`src/rtl/lpr_pkg.sv`:
```
package lpr_pkg;

   // table sizing
   localparam int TABLE_DEPTH = 32;
   localparam int NUM_PORTS   = 16;
   localparam int ADDR_W      = (TABLE_DEPTH > 1) ? $clog2(TABLE_DEPTH) : 1;
   localparam int CNT_W       = $clog2(TABLE_DEPTH + 1);

   // stream widths (payload padded to whole bytes)
   localparam int REQ_DATA_W = 120;
   localparam int REQ_USER_W = 1;
   localparam int RSP_DATA_W = 48;
   localparam int RSP_USER_W = 3;

   // command kinds carried in req_tuser
   localparam logic CMD_ADD   = 1'b0;
   localparam logic CMD_ROUTE = 1'b1;

   // result status codes carried in rsp_tuser
   localparam logic [2:0] ST_ADDED   = 3'd0;
   localparam logic [2:0] ST_FULL    = 3'd1;
   localparam logic [2:0] ST_FORWARD = 3'd2;
   localparam logic [2:0] ST_NOROUTE = 3'd3;
   localparam logic [2:0] ST_EXPIRED = 3'd4;

   typedef struct packed {
      logic [31:0] prefix;
      logic [5:0]  len;
      logic [31:0] hop;
      logic        direct;
      logic [3:0]  port;
   } entry_type;

   // controller -> datapath
   typedef struct packed {
      logic load;   // latch request word, clear scan state
      logic add;    // store route if room and port valid
      logic step;   // read entry at scan index, advance
      logic emit;   // load result into output register
   } dp_cmd_type;

   // datapath -> controller
   typedef struct packed {
      logic scan_done;  // scan index reached entry count
      logic out_busy;   // output register holds an untaken word
   } dp_sts_type;

endpackage

```
`src/rtl/lpr_ctrl.sv`:
```
module lpr_ctrl (
   input  logic                  clock,
   input  logic                  reset,
   input  logic                  req_tvalid,
   output logic                  req_tready,
   input  logic                  req_cmd,
   input  lpr_pkg::dp_sts_type   sts,
   output lpr_pkg::dp_cmd_type   cmd
);

   localparam logic [2:0] S_IDLE  = 3'd0;
   localparam logic [2:0] S_ADD   = 3'd1;
   localparam logic [2:0] S_SCAN  = 3'd2;
   localparam logic [2:0] S_DRAIN = 3'd3;
   localparam logic [2:0] S_EMIT  = 3'd4;

   logic [2:0] state_ff;
   logic [2:0] state_in;

   always_comb begin
      state_in   = state_ff;
      cmd        = '0;
      req_tready = 1'b0;
      unique case (state_ff)
         S_IDLE: begin
            req_tready = 1'b1;
            if (req_tvalid) begin
               cmd.load = 1'b1;
               state_in = (req_cmd == lpr_pkg::CMD_ADD) ? S_ADD : S_SCAN;
            end
         end
         S_ADD: begin
            cmd.add  = 1'b1;
            state_in = S_EMIT;
         end
         S_SCAN: begin
            if (sts.scan_done) begin
               state_in = S_DRAIN;
            end else begin
               cmd.step = 1'b1;
            end
         end
         S_DRAIN: begin
            // last entry was compared in the final scan cycle; best match is settled
            state_in = S_EMIT;
         end
         S_EMIT: begin
            if (!sts.out_busy) begin
               cmd.emit = 1'b1;
               state_in = S_IDLE;
            end
         end
         default: begin
            state_in = S_IDLE;
         end
      endcase
   end

   always_ff @(posedge clock) begin
      if (reset) begin
         state_ff <= S_IDLE;
      end else begin
         state_ff <= state_in;
      end
   end

endmodule

```
`src/rtl/lpr_dp.sv`:
```
module lpr_dp (
   input  logic                              clock,
   input  logic                              reset,
   input  logic [lpr_pkg::REQ_DATA_W-1:0]    req_tdata,
   input  logic [lpr_pkg::REQ_USER_W-1:0]    req_tuser,
   output logic                              rsp_tvalid,
   input  logic                              rsp_tready,
   output logic [lpr_pkg::RSP_DATA_W-1:0]    rsp_tdata,
   output logic [lpr_pkg::RSP_USER_W-1:0]    rsp_tuser,
   input  lpr_pkg::dp_cmd_type               cmd,
   output lpr_pkg::dp_sts_type               sts
);

   // route storage
   lpr_pkg::entry_type entry_mem [lpr_pkg::TABLE_DEPTH];

   // latched request
   logic [31:0] pfx_ff, hop_ff, dst_ff;
   logic [5:0]  len_ff;
   logic        has_hop_ff;
   logic [3:0]  port_ff;
   logic [7:0]  ttl_ff;
   logic        is_add_ff;

   // table and scan state
   logic [lpr_pkg::CNT_W-1:0] count_ff, count_in;
   logic [lpr_pkg::CNT_W-1:0] idx_ff, idx_in;
   logic                      rd_valid_ff;
   lpr_pkg::entry_type        rd_entry_ff;
   logic                      add_ok_ff, add_ok_in;

   // best match so far
   logic        found_ff, found_in;
   logic [5:0]  best_len_ff, best_len_in;
   logic [3:0]  best_port_ff, best_port_in;
   logic [31:0] best_hop_ff, best_hop_in;
   logic        best_direct_ff, best_direct_in;

   // output register
   logic        rsp_valid_ff, rsp_valid_in;
   logic [2:0]  rsp_status_ff, rsp_status_in;
   logic [3:0]  rsp_port_ff, rsp_port_in;
   logic [31:0] rsp_hop_ff, rsp_hop_in;
   logic [7:0]  rsp_ttl_ff, rsp_ttl_in;

   logic        room;
   logic        port_ok;
   logic [31:0] mask;
   logic        hit;
   logic        better;

   assign room    = (count_ff < lpr_pkg::CNT_W'(lpr_pkg::TABLE_DEPTH));
   assign port_ok = (32'(port_ff) < lpr_pkg::NUM_PORTS);

   // prefix match on the entry read last cycle
   assign mask   = ~(32'hFFFF_FFFF >> rd_entry_ff.len);
   assign hit    = rd_valid_ff && (rd_entry_ff.len <= 6'd32)
                   && (((rd_entry_ff.prefix ^ dst_ff) & mask) == 32'd0);
   assign better = !found_ff || (rd_entry_ff.len > best_len_ff)
                   || ((rd_entry_ff.len == best_len_ff) && (rd_entry_ff.port >= best_port_ff));

   assign sts.scan_done = (idx_ff == count_ff);
   assign sts.out_busy  = rsp_valid_ff && !rsp_tready;

   always_comb begin
      count_in       = count_ff;
      idx_in         = idx_ff;
      add_ok_in      = add_ok_ff;
      found_in       = found_ff;
      best_len_in    = best_len_ff;
      best_port_in   = best_port_ff;
      best_hop_in    = best_hop_ff;
      best_direct_in = best_direct_ff;

      if (cmd.load) begin
         idx_in   = '0;
         found_in = 1'b0;
      end
      if (cmd.add) begin
         add_ok_in = room && port_ok;
         if (room && port_ok) begin
            count_in = count_ff + 1'b1;
         end
      end
      if (cmd.step) begin
         idx_in = idx_ff + 1'b1;
      end
      if (hit && better) begin
         found_in       = 1'b1;
         best_len_in    = rd_entry_ff.len;
         best_port_in   = rd_entry_ff.port;
         best_hop_in    = rd_entry_ff.hop;
         best_direct_in = rd_entry_ff.direct;
      end
   end

   // result word
   always_comb begin
      rsp_valid_in  = rsp_valid_ff && !rsp_tready;
      rsp_status_in = rsp_status_ff;
      rsp_port_in   = rsp_port_ff;
      rsp_hop_in    = rsp_hop_ff;
      rsp_ttl_in    = rsp_ttl_ff;
      if (cmd.emit) begin
         rsp_valid_in = 1'b1;
         rsp_port_in  = 4'd0;
         rsp_hop_in   = 32'd0;
         rsp_ttl_in   = 8'd0;
         if (is_add_ff) begin
            rsp_status_in = add_ok_ff ? lpr_pkg::ST_ADDED : lpr_pkg::ST_FULL;
         end else if (!found_ff) begin
            rsp_status_in = lpr_pkg::ST_NOROUTE;
         end else if (ttl_ff <= 8'd1) begin
            rsp_status_in = lpr_pkg::ST_EXPIRED;
         end else begin
            rsp_status_in = lpr_pkg::ST_FORWARD;
            rsp_port_in   = best_port_ff;
            rsp_hop_in    = best_direct_ff ? dst_ff : best_hop_ff;
            rsp_ttl_in    = ttl_ff - 8'd1;
         end
      end
   end

   // request latch and payload registers
   always_ff @(posedge clock) begin
      if (cmd.load) begin
         pfx_ff     <= req_tdata[31:0];
         len_ff     <= req_tdata[37:32];
         has_hop_ff <= req_tdata[38];
         hop_ff     <= req_tdata[70:39];
         port_ff    <= req_tdata[74:71];
         dst_ff     <= req_tdata[106:75];
         ttl_ff     <= req_tdata[114:107];
         is_add_ff  <= (req_tuser[0] == lpr_pkg::CMD_ADD);
      end
      add_ok_ff      <= add_ok_in;
      idx_ff         <= idx_in;
      best_len_ff    <= best_len_in;
      best_port_ff   <= best_port_in;
      best_hop_ff    <= best_hop_in;
      best_direct_ff <= best_direct_in;
      rsp_status_ff  <= rsp_status_in;
      rsp_port_ff    <= rsp_port_in;
      rsp_hop_ff     <= rsp_hop_in;
      rsp_ttl_ff     <= rsp_ttl_in;
   end

   // table memory: one write port, one registered read port
   always_ff @(posedge clock) begin
      if (cmd.add && room && port_ok) begin
         entry_mem[count_ff[lpr_pkg::ADDR_W-1:0]] <= '{
            prefix: pfx_ff,
            len:    len_ff,
            hop:    has_hop_ff ? hop_ff : 32'd0,
            direct: !has_hop_ff,
            port:   port_ff
         };
      end
      if (cmd.step) begin
         rd_entry_ff <= entry_mem[idx_ff[lpr_pkg::ADDR_W-1:0]];
      end
   end

   // control state
   always_ff @(posedge clock) begin
      if (reset) begin
         count_ff     <= '0;
         rd_valid_ff  <= 1'b0;
         found_ff     <= 1'b0;
         rsp_valid_ff <= 1'b0;
      end else begin
         count_ff     <= count_in;
         rd_valid_ff  <= cmd.step;
         found_ff     <= found_in;
         rsp_valid_ff <= rsp_valid_in;
      end
   end

   assign rsp_tvalid = rsp_valid_ff;
   assign rsp_tuser  = rsp_status_ff;
   assign rsp_tdata  = {4'd0, rsp_ttl_ff, rsp_hop_ff, rsp_port_ff};

endmodule

```
`src/rtl/ipv4_longest_prefix_router.sv`:
```
// Flow: an add passes the idle, add and emit states into the output register; a route
//   passes idle, scan (one table entry read per cycle from the route RAM, over the routes
//   stored, up to 32), drain and emit. Emit waits while the output register is busy.
// One word in flight: req_tready rises again in the cycle the result first shows on rsp_tvalid.
// Reset (synchronous, active high) empties the table and the output register; entry
//   contents are not cleared, only the fill count.
module ipv4_longest_prefix_router (
   input  logic                              clock,
   input  logic                              reset,
   // request: tuser = command (0 add route, 1 route datagram)
   input  logic                              req_tvalid,
   output logic                              req_tready,
   // tdata, low bit up: route_prefix_addr[31:0], route_prefix_len[37:32],
   // route_has_hop[38], route_hop_addr[70:39], route_port[74:71],
   // dest_addr[106:75], ttl_in[114:107], zero pad[119:115]
   input  logic [lpr_pkg::REQ_DATA_W-1:0]    req_tdata,
   input  logic [lpr_pkg::REQ_USER_W-1:0]    req_tuser,   // command[0]
   // response
   output logic                              rsp_tvalid,
   input  logic                              rsp_tready,
   // tdata, low bit up: out_port[3:0], hop_addr[35:4], ttl_out[43:36], zero pad[47:44]
   output logic [lpr_pkg::RSP_DATA_W-1:0]    rsp_tdata,
   output logic [lpr_pkg::RSP_USER_W-1:0]    rsp_tuser    // status[2:0]
);

   lpr_pkg::dp_cmd_type cmd;
   lpr_pkg::dp_sts_type sts;

   // Sequencer: idle -> add -> emit, or idle -> scan (one entry per cycle, last
   // compare on the done cycle) -> drain (best match settles) -> emit. Emit waits for a
   // free output register.
   lpr_ctrl u_ctrl (
      .clock      (clock),
      .reset      (reset),
      .req_tvalid (req_tvalid),
      .req_tready (req_tready),
      .req_cmd    (req_tuser[0]),
      .sts        (sts),
      .cmd        (cmd)
   );

   // Route RAM, fill count, best-match tracker (longest length, then higher
   // port, then later entry) and the response register.
   lpr_dp u_dp (
      .clock      (clock),
      .reset      (reset),
      .req_tdata  (req_tdata),
      .req_tuser  (req_tuser),
      .rsp_tvalid (rsp_tvalid),
      .rsp_tready (rsp_tready),
      .rsp_tdata  (rsp_tdata),
      .rsp_tuser  (rsp_tuser),
      .cmd        (cmd),
      .sts        (sts)
   );

endmodule
```
`config.mk`:
```
export PLATFORM = sky130hd
export DESIGN_NAME = ipv4_longest_prefix_router
export DESIGN_NICKNAME = d
export VERILOG_FILES = /design/src/rtl/lpr_pkg.sv /design/src/rtl/lpr_ctrl.sv /design/src/rtl/lpr_dp.sv /design/src/rtl/ipv4_longest_prefix_router.sv
export SDC_FILE = /design/constraint.sdc
export NUM_CORES = 2
export LEC_CHECK = 0
export BUFFER_PORTS_ARGS = -buffer_cell sky130_fd_sc_hd__buf_2
export CORE_ASPECT_RATIO = 0.6
export CORE_UTILIZATION = 45
export CTS_CLUSTER_DIAMETER = 200
export DETAILED_ROUTE_END_ITERATION = 8
export PLACE_DENSITY = 0.66
export SKIP_LAST_GASP = 1
export SYNTH_ARGS = -nofsm -noshare
export SYNTH_HDL_FRONTEND = slang
export SYNTH_HIERARCHICAL = 1
export SYNTH_SLANG_ARGS = --single-unit
```
`constraint.sdc`:
```
create_clock -name clock -period 6.9 [get_ports clock]
set_clock_uncertainty 0.15 [all_clocks]
set_input_delay 0.69 -clock clock [delete_from_list [all_inputs] [get_ports clock]]
set_output_delay 0.69 -clock clock [all_outputs]
set_load 0.005 [all_outputs]
```
# Word level (Yosys, flattened, before mapping)
# Memory sizes are Yosys's and may differ from the RTL's. A register that Yosys moved wholly into a read port is not among the register bits.
# Index checks and enable logic that the tools add are counted.
# Widths: inputs -> output; s select.
dict set report totals {
  word_cells 92
  rom_bits 0
  input_bits 125
  ff_bits 225
  out_inout_bits 53
  ram_bits 2400
  n_memories 1
  latchBits 0
}
# name words word_bits read_ports rd_clocked_by_memory_dff write_ports line_no
set mem_list {}
lappend mem_list {u_dp.entry_mem 32 75 1 1 1 lpr_dp.sv:15} ;# lpr_pkg::entry_type entry_mem [lpr_pkg::TABLE_DEPTH];
dict set report classes {
  bitwise_logic 5
  addsub 3
  reduce_logical 19
  eq_ne 9
  mux 26
  shift 1
  multipliers 0
  n_div 0
  magnitude_cmp 5
}
# op count
set op_table {}
lappend op_table {{$mux 32} 2}
lappend op_table {{$and 32x32->32} 1}
lappend op_table {{$logic_not 32->1} 1}
lappend op_table {{$not 32->32} 1}
lappend op_table {{$shr 32x6->32 const A} 1}
lappend op_table {{$xor 32x32->32} 1}
lappend op_table {{$mux 3} 6}
lappend op_table {{$mux 1} 14}
lappend op_table {{$add 6x1->6 const B} 2}
lappend op_table {{$eq 6x6->1} 2}
lappend op_table {{$mux 6} 2}
lappend op_table {{$pmux 3 s4} 1}
lappend op_table {{$le 8x1->1 const B} 1}
lappend op_table {{$sub 8x1->8 const B} 1}
lappend op_table {{$eq 3x2->1 const B} 2}
lappend op_table {{$gt 6x6->1} 1}
lappend op_table {{$le 6x6->1 const B} 1}
lappend op_table {{$logic_and 1x1->1} 6}
lappend op_table {{$lt 6x6->1 const B} 1}
lappend op_table {{$ne 2x2->1 const B} 3}
lappend op_table {{$ge 4x4->1} 1}
lappend op_table {{$reduce_bool 2->1} 2}
lappend op_table {{$eq 3x1->1 const B} 1}
lappend op_table {{$eq 3x3->1 const B} 1}
lappend op_table {{9 further kinds} 13}

# Logic depth before layout (Yosys ltp)
dict set report logic_depth {
  word_depth 7
  depth_mapped 9
  mapped_depth_nobuf 8
}

# By module
# Netlist, hierarchy kept.
# mod area_each_um2 cells_each seq_area_each_um2 n_inst
set by_module_without_submodules {}
lappend by_module_without_submodules {lpr_dp 101926.5 4096 80897.6 1}
lappend by_module_without_submodules {lpr_ctrl 227.7 26 60.1 1}

# Least setup slack after synthesis
# Ideal clock, no wire load.
dict set report synth_path {
  path_type {input to register}
  from {in rsp_tready}
  to {reg u_dp.rsp_hop_ff[0] (enable)}
  t_required_ps 6162
  t_arrival_ps 5688
  slack_ps 475
  path_stages 2
  path_cell_list {nor2b_1 -> nor4b_1}
}
# item line_no
set synth_rtl {}
lappend synth_rtl {{start: declaration} ipv4_longest_prefix_router.sv:20} ;# input logic rsp_tready,
lappend synth_rtl {{end signal: assignment} lpr_dp.sv:144} ;# rsp_hop_ff <= rsp_hop_in;
lappend synth_rtl {{end: declaration} lpr_dp.sv:43} ;# logic [31:0] rsp_hop_ff, rsp_hop_in;

==> results.txt <==
Minimum setup slack among reg-to-reg paths -> 2.58 ns
Worst r2r src -> u_ctrl/state_ff[0]
Io pins -> 178
Clock-pin transition on the worst setup and hold timing paths -> 0.06 ns
Row Count -> 135
Final antenna-violating net count -> 0
Maximum number of pins on one net before global-route repair -> 130
Antenna violations before repair -> 13
Worst supply voltage drop on vdd -> 0.000231 V
Max Cap Violations -> 0
Share of the yosys chip area belonging to registers -> 0.793
Bufs on Longest Clock Path -> 4
Period minus WS final -> 4.32 ns
Number of vias after detailed routing -> 46800
H-tree levels -> 4
HPWL reported at the end of detailed placement -> 131000 um
Worst path required time -> 7.21 ns
Classification of the worst setup path -> register to register
Non-filler cells in the finished layout -> 7771
Number of synthesized flops with an enable pin -> 2688
Instance count after placement with tap cells included -> 7219
Number of input and output port buffers inserted -> 168
Die Y-Extent -> 371 um
WHS -> 0.269 ns
Global routing usage summed across all routing layers -> 0.221
Avg Vias per Cell -> 6.02
Cell leakage power -> 35.9 nW
Clock tree from TritonCTS -> yes
Setup_tns -> 0 ns
Total power after layout -> 0.0354 W
Arrival time worst endpoint -> 4.63 ns
Vias in the first global route -> 46200
End of the worst register-to-register path -> u_dp/entry_mem[3][71]
Clock network latency to the later pin of the worst-skew pair -> 0.94 ns
Worst Reg-to-Reg Cells -> 5
Per-instance average area after synthesis -> 24.8 um2
Sinks on the clock net -> 2700
Cts hold-fix bufs -> 120
Starting utilization of the core area -> 0.453
Final critical-path share of the clock period -> 0.626
Fill cells -> 17300
Number of buffers added for setup after CTS -> 0
Synth async-reset ratio -> 0
Crit-path cells -> nor3b_1, nor2b_1, nand2_1, nor2_4, buf_4
Power per cell area -> 305 nW/um2
Total overflow reported by the global router -> 0
Final setup violating endpoints -> 0
Placer Congestion -> 0.833
Result of the run -> complete, no violations
Routed wire length -> 253000 um
Post-route DRC violation count -> 0
Max-slew violations -> 0
Signed area change from the synthesized netlist to the final layout -> 13.7%
# resized after CTS -> 0
Routed wire per std cell -> 32.6 um
Crit path capture type -> register
Violation count after the first detailed-routing iteration -> 6390
Dominant register cell in the synthesized netlist -> sky130_fd_sc_hd__edfxtp_1
Slew HR -> 0.158
Start point of the critical path -> u_ctrl/state_ff[0]
Number of detailed-routing iterations run before antenna repair -> 5
Post-Synthesis Cell Area -> 102000 um2
Type of element launching the critical path -> register
Hold Vio Cnt, Final -> 0
Slowest stage delay, CP -> 0.80 ns
Clock root buffer master -> sky130_fd_sc_hd__clkbuf_16
Share of cells above drive strength 1 -> 0.315
Placed Area -> 107000 um2
Layout Cell Area excl Fill -> 116000 um2
Synthesized netlist cell count -> 4122
Setup repair after global routing missed its margin -> no
#FFs+latches synth -> 2700
First-pass GRT wire length -> 354000 um
Area inside the core boundary -> 226000 um2
Worst Max-Slew Pin Slew -> 1.25 ns
Number of clock buffers inserted by TritonCTS -> 239
Die Wd -> 617 um
End of the critical path -> u_dp/entry_mem[3][71]
Number of unique standard cell types used by synthesis -> 58
Highest clock frequency the design can meet -> 231 MHz
Yosys Warn Count -> 6
Net count of the finished layout -> 4708
Crit Path Max Fanout -> 29
Overall die area -> 229000 um2
Critical-path top delay cell -> sky130_fd_sc_hd__nor2_4
Class of the worst hold path -> register to register
==> layout by cell type, fill, tap and decap left out, types with 7 or more instances in the layout <==
cell type,count
sky130_fd_sc_hd__clkinv_2,48
sky130_fd_sc_hd__nor4_1,7
sky130_fd_sc_hd__buf_2,168
sky130_fd_sc_hd__xor2_1,20
sky130_fd_sc_hd__a21oi_1,11
sky130_fd_sc_hd__dlygate4sd3_1,120
sky130_fd_sc_hd__buf_4,90
sky130_fd_sc_hd__clkbuf_16,241
sky130_fd_sc_hd__clkinv_1,53
sky130_fd_sc_hd__and2_1,38
sky130_fd_sc_hd__mux2_2,75
sky130_fd_sc_hd__nor2_1,74
sky130_fd_sc_hd__nand3_1,7
sky130_fd_sc_hd__clkbuf_1,31
sky130_fd_sc_hd__mux4_2,750
sky130_fd_sc_hd__dfxtp_1,12
sky130_fd_sc_hd__buf_12,26
sky130_fd_sc_hd__clkinvlp_4,15
sky130_fd_sc_hd__xnor2_1,31
sky130_fd_sc_hd__mux2i_1,33
sky130_fd_sc_hd__nor2_4,32
sky130_fd_sc_hd__inv_1,20
sky130_fd_sc_hd__edfxtp_1,2688
sky130_fd_sc_hd__o21ai_0,10
sky130_fd_sc_hd__bufinv_16,26
sky130_fd_sc_hd__nand2_1,14
sky130_fd_sc_hd__ha_1,17
sky130_fd_sc_hd__nor2b_1,10
==> through the flow <==
stage          worst slack [ns]  utilization
2_1_floorplan             0.475            -
3_3_place_gp               2.67        0.475
3_5_place_dp               2.62        0.475
4_1_cts                    2.55        0.515
5_1_grt                    2.38        0.515
6_report                   2.58        0.515
==> area by class of cell <==
| cell class | count | area, um2 | share of cell area |
|---|---|---|---|
| Antenna cell | 2 | 5.00 | 0.0000431 |
| Clock buffer | 272 | 6150 | 0.0529 |
| Clock inverter | 158 | 1520 | 0.0130 |
| Inverter | 20 | 75.1 | 0.000646 |
| Multi-Input combinational cell | 1201 | 20400 | 0.176 |
| Sequential cell | 2700 | 81000 | 0.697 |
| Tap cell | 3014 | 3770 | 0.0325 |
| Timing Repair Buffer | 404 | 3240 | 0.0279 |
==> how the worst min path moves through the flow <==
stage,end,slack (ns),depth (start not counted),start
after floorplan,u_dp/best_direct_ff,0.25,0,u_dp/rd_entry_ff[4]
after global placement,u_dp/best_hop_ff[2],0.25,0,u_dp/rd_entry_ff[7]
after detailed placement,u_dp/best_hop_ff[31],0.25,0,u_dp/rd_entry_ff[36]
after CTS,u_dp/dst_ff[16],0.26,2,req_tdata[91]
after global routing,u_dp/best_hop_ff[2],0.27,0,u_dp/rd_entry_ff[7]
final,u_dp/best_hop_ff[31],0.27,0,u_dp/rd_entry_ff[36]
==> critical path, delay by kind of cell (launching register included) <==
kind | cells | cell delay [ns]
simple gates | 4 | 2.46
buf+inv | 1 | 0.76
flops | 1 | 0.49
==> synthesized netlist by cell type, types with 4 or more instances <==
master / n / share of area
sky130_fd_sc_hd__a21oi_1: 11 / 0.00054
sky130_fd_sc_hd__a31oi_1: 4 / 0.00024
sky130_fd_sc_hd__and2_1: 40 / 0.0024
sky130_fd_sc_hd__buf_1: 17 / 0.00062
sky130_fd_sc_hd__buf_2: 49 / 0.0024
sky130_fd_sc_hd__buf_4: 22 / 0.0016
sky130_fd_sc_hd__buf_6: 5 / 0.00055
sky130_fd_sc_hd__clkbuf_1: 111 / 0.0041
sky130_fd_sc_hd__dfxtp_1: 12 / 0.0024
sky130_fd_sc_hd__edfxtp_1: 2688 / 0.79
sky130_fd_sc_hd__ha_1: 17 / 0.0021
sky130_fd_sc_hd__inv_1: 20 / 0.00073
sky130_fd_sc_hd__mux2_2: 75 / 0.0083
sky130_fd_sc_hd__mux2i_1: 33 / 0.0032
sky130_fd_sc_hd__mux4_2: 750 / 0.17
sky130_fd_sc_hd__nand2_1: 15 / 0.00055
sky130_fd_sc_hd__nand3_1: 7 / 0.00034
sky130_fd_sc_hd__nor2_1: 106 / 0.0039
sky130_fd_sc_hd__nor2b_1: 10 / 0.00061
sky130_fd_sc_hd__nor3_1: 5 / 0.00024
sky130_fd_sc_hd__nor4_1: 7 / 0.00043
sky130_fd_sc_hd__o21ai_0: 10 / 0.00049
sky130_fd_sc_hd__or4_1: 4 / 0.00029
sky130_fd_sc_hd__xnor2_1: 31 / 0.0027
sky130_fd_sc_hd__xor2_1: 20 / 0.0017
==> cell families after synthesis <==
| logic type | after synthesis | share of synthesized area |
|---|---|---|
| muxes | 858 | 0.177 |
| buffers and inverters | 224 | 0.0100 |
| other | 1 | 0.0000367 |
| adders and majority gates | 17 | 0.00208 |
| xor gates and xnor gates | 51 | 0.00437 |
| DFF | 2700 | 0.793 |
| AOI/OAI and AO/OA | 51 | 0.00338 |
| and+or+nand+nor | 220 | 0.0108 |
==> flip-flops by register name, indices dropped and copies added, names as in the netlist, 3 cells and up <==
name and cells:
u_dp/hop_ff 32, u_ctrl/state_ff 3, u_dp/best_hop_ff 32, u_dp/rsp_ttl_ff 8
u_dp/rsp_port_ff 4, u_dp/best_port_ff 4, u_dp/idx_ff 6, u_dp/len_ff 6
u_dp/best_len_ff 6, u_dp/rd_entry_ff 75, u_dp/count_ff 6, u_dp/dst_ff 32
u_dp/port_ff 4, u_dp/rsp_tuser 3, u_dp/rsp_hop_ff 32, u_dp/pfx_ff 32
u_dp/entry_mem 2400, u_dp/ttl_ff 8
==> report_power, final <==
part | switching, W | leakage (nW) | total (W) | internal, W
Clock | 0.00598 | 3.74 | 0.0133 | 0.00736
Sequential | 0.000322 | 24.5 | 0.0188 | 0.0184
Combinational | 0.00172 | 7.71 | 0.00328 | 0.00156
==> routing by layer <==
metal  routed length [um]  global-route usage  vias to the layer above
met2               115000               0.334                     2402
met5                    0                   0                        -
met4                 8210              0.0667                        0
met3                25500              0.0488                      364
li1                     -                   -                    18600
met1               104000               0.325                    25400
Note: power is estimated with default switching activity, not from simulation.
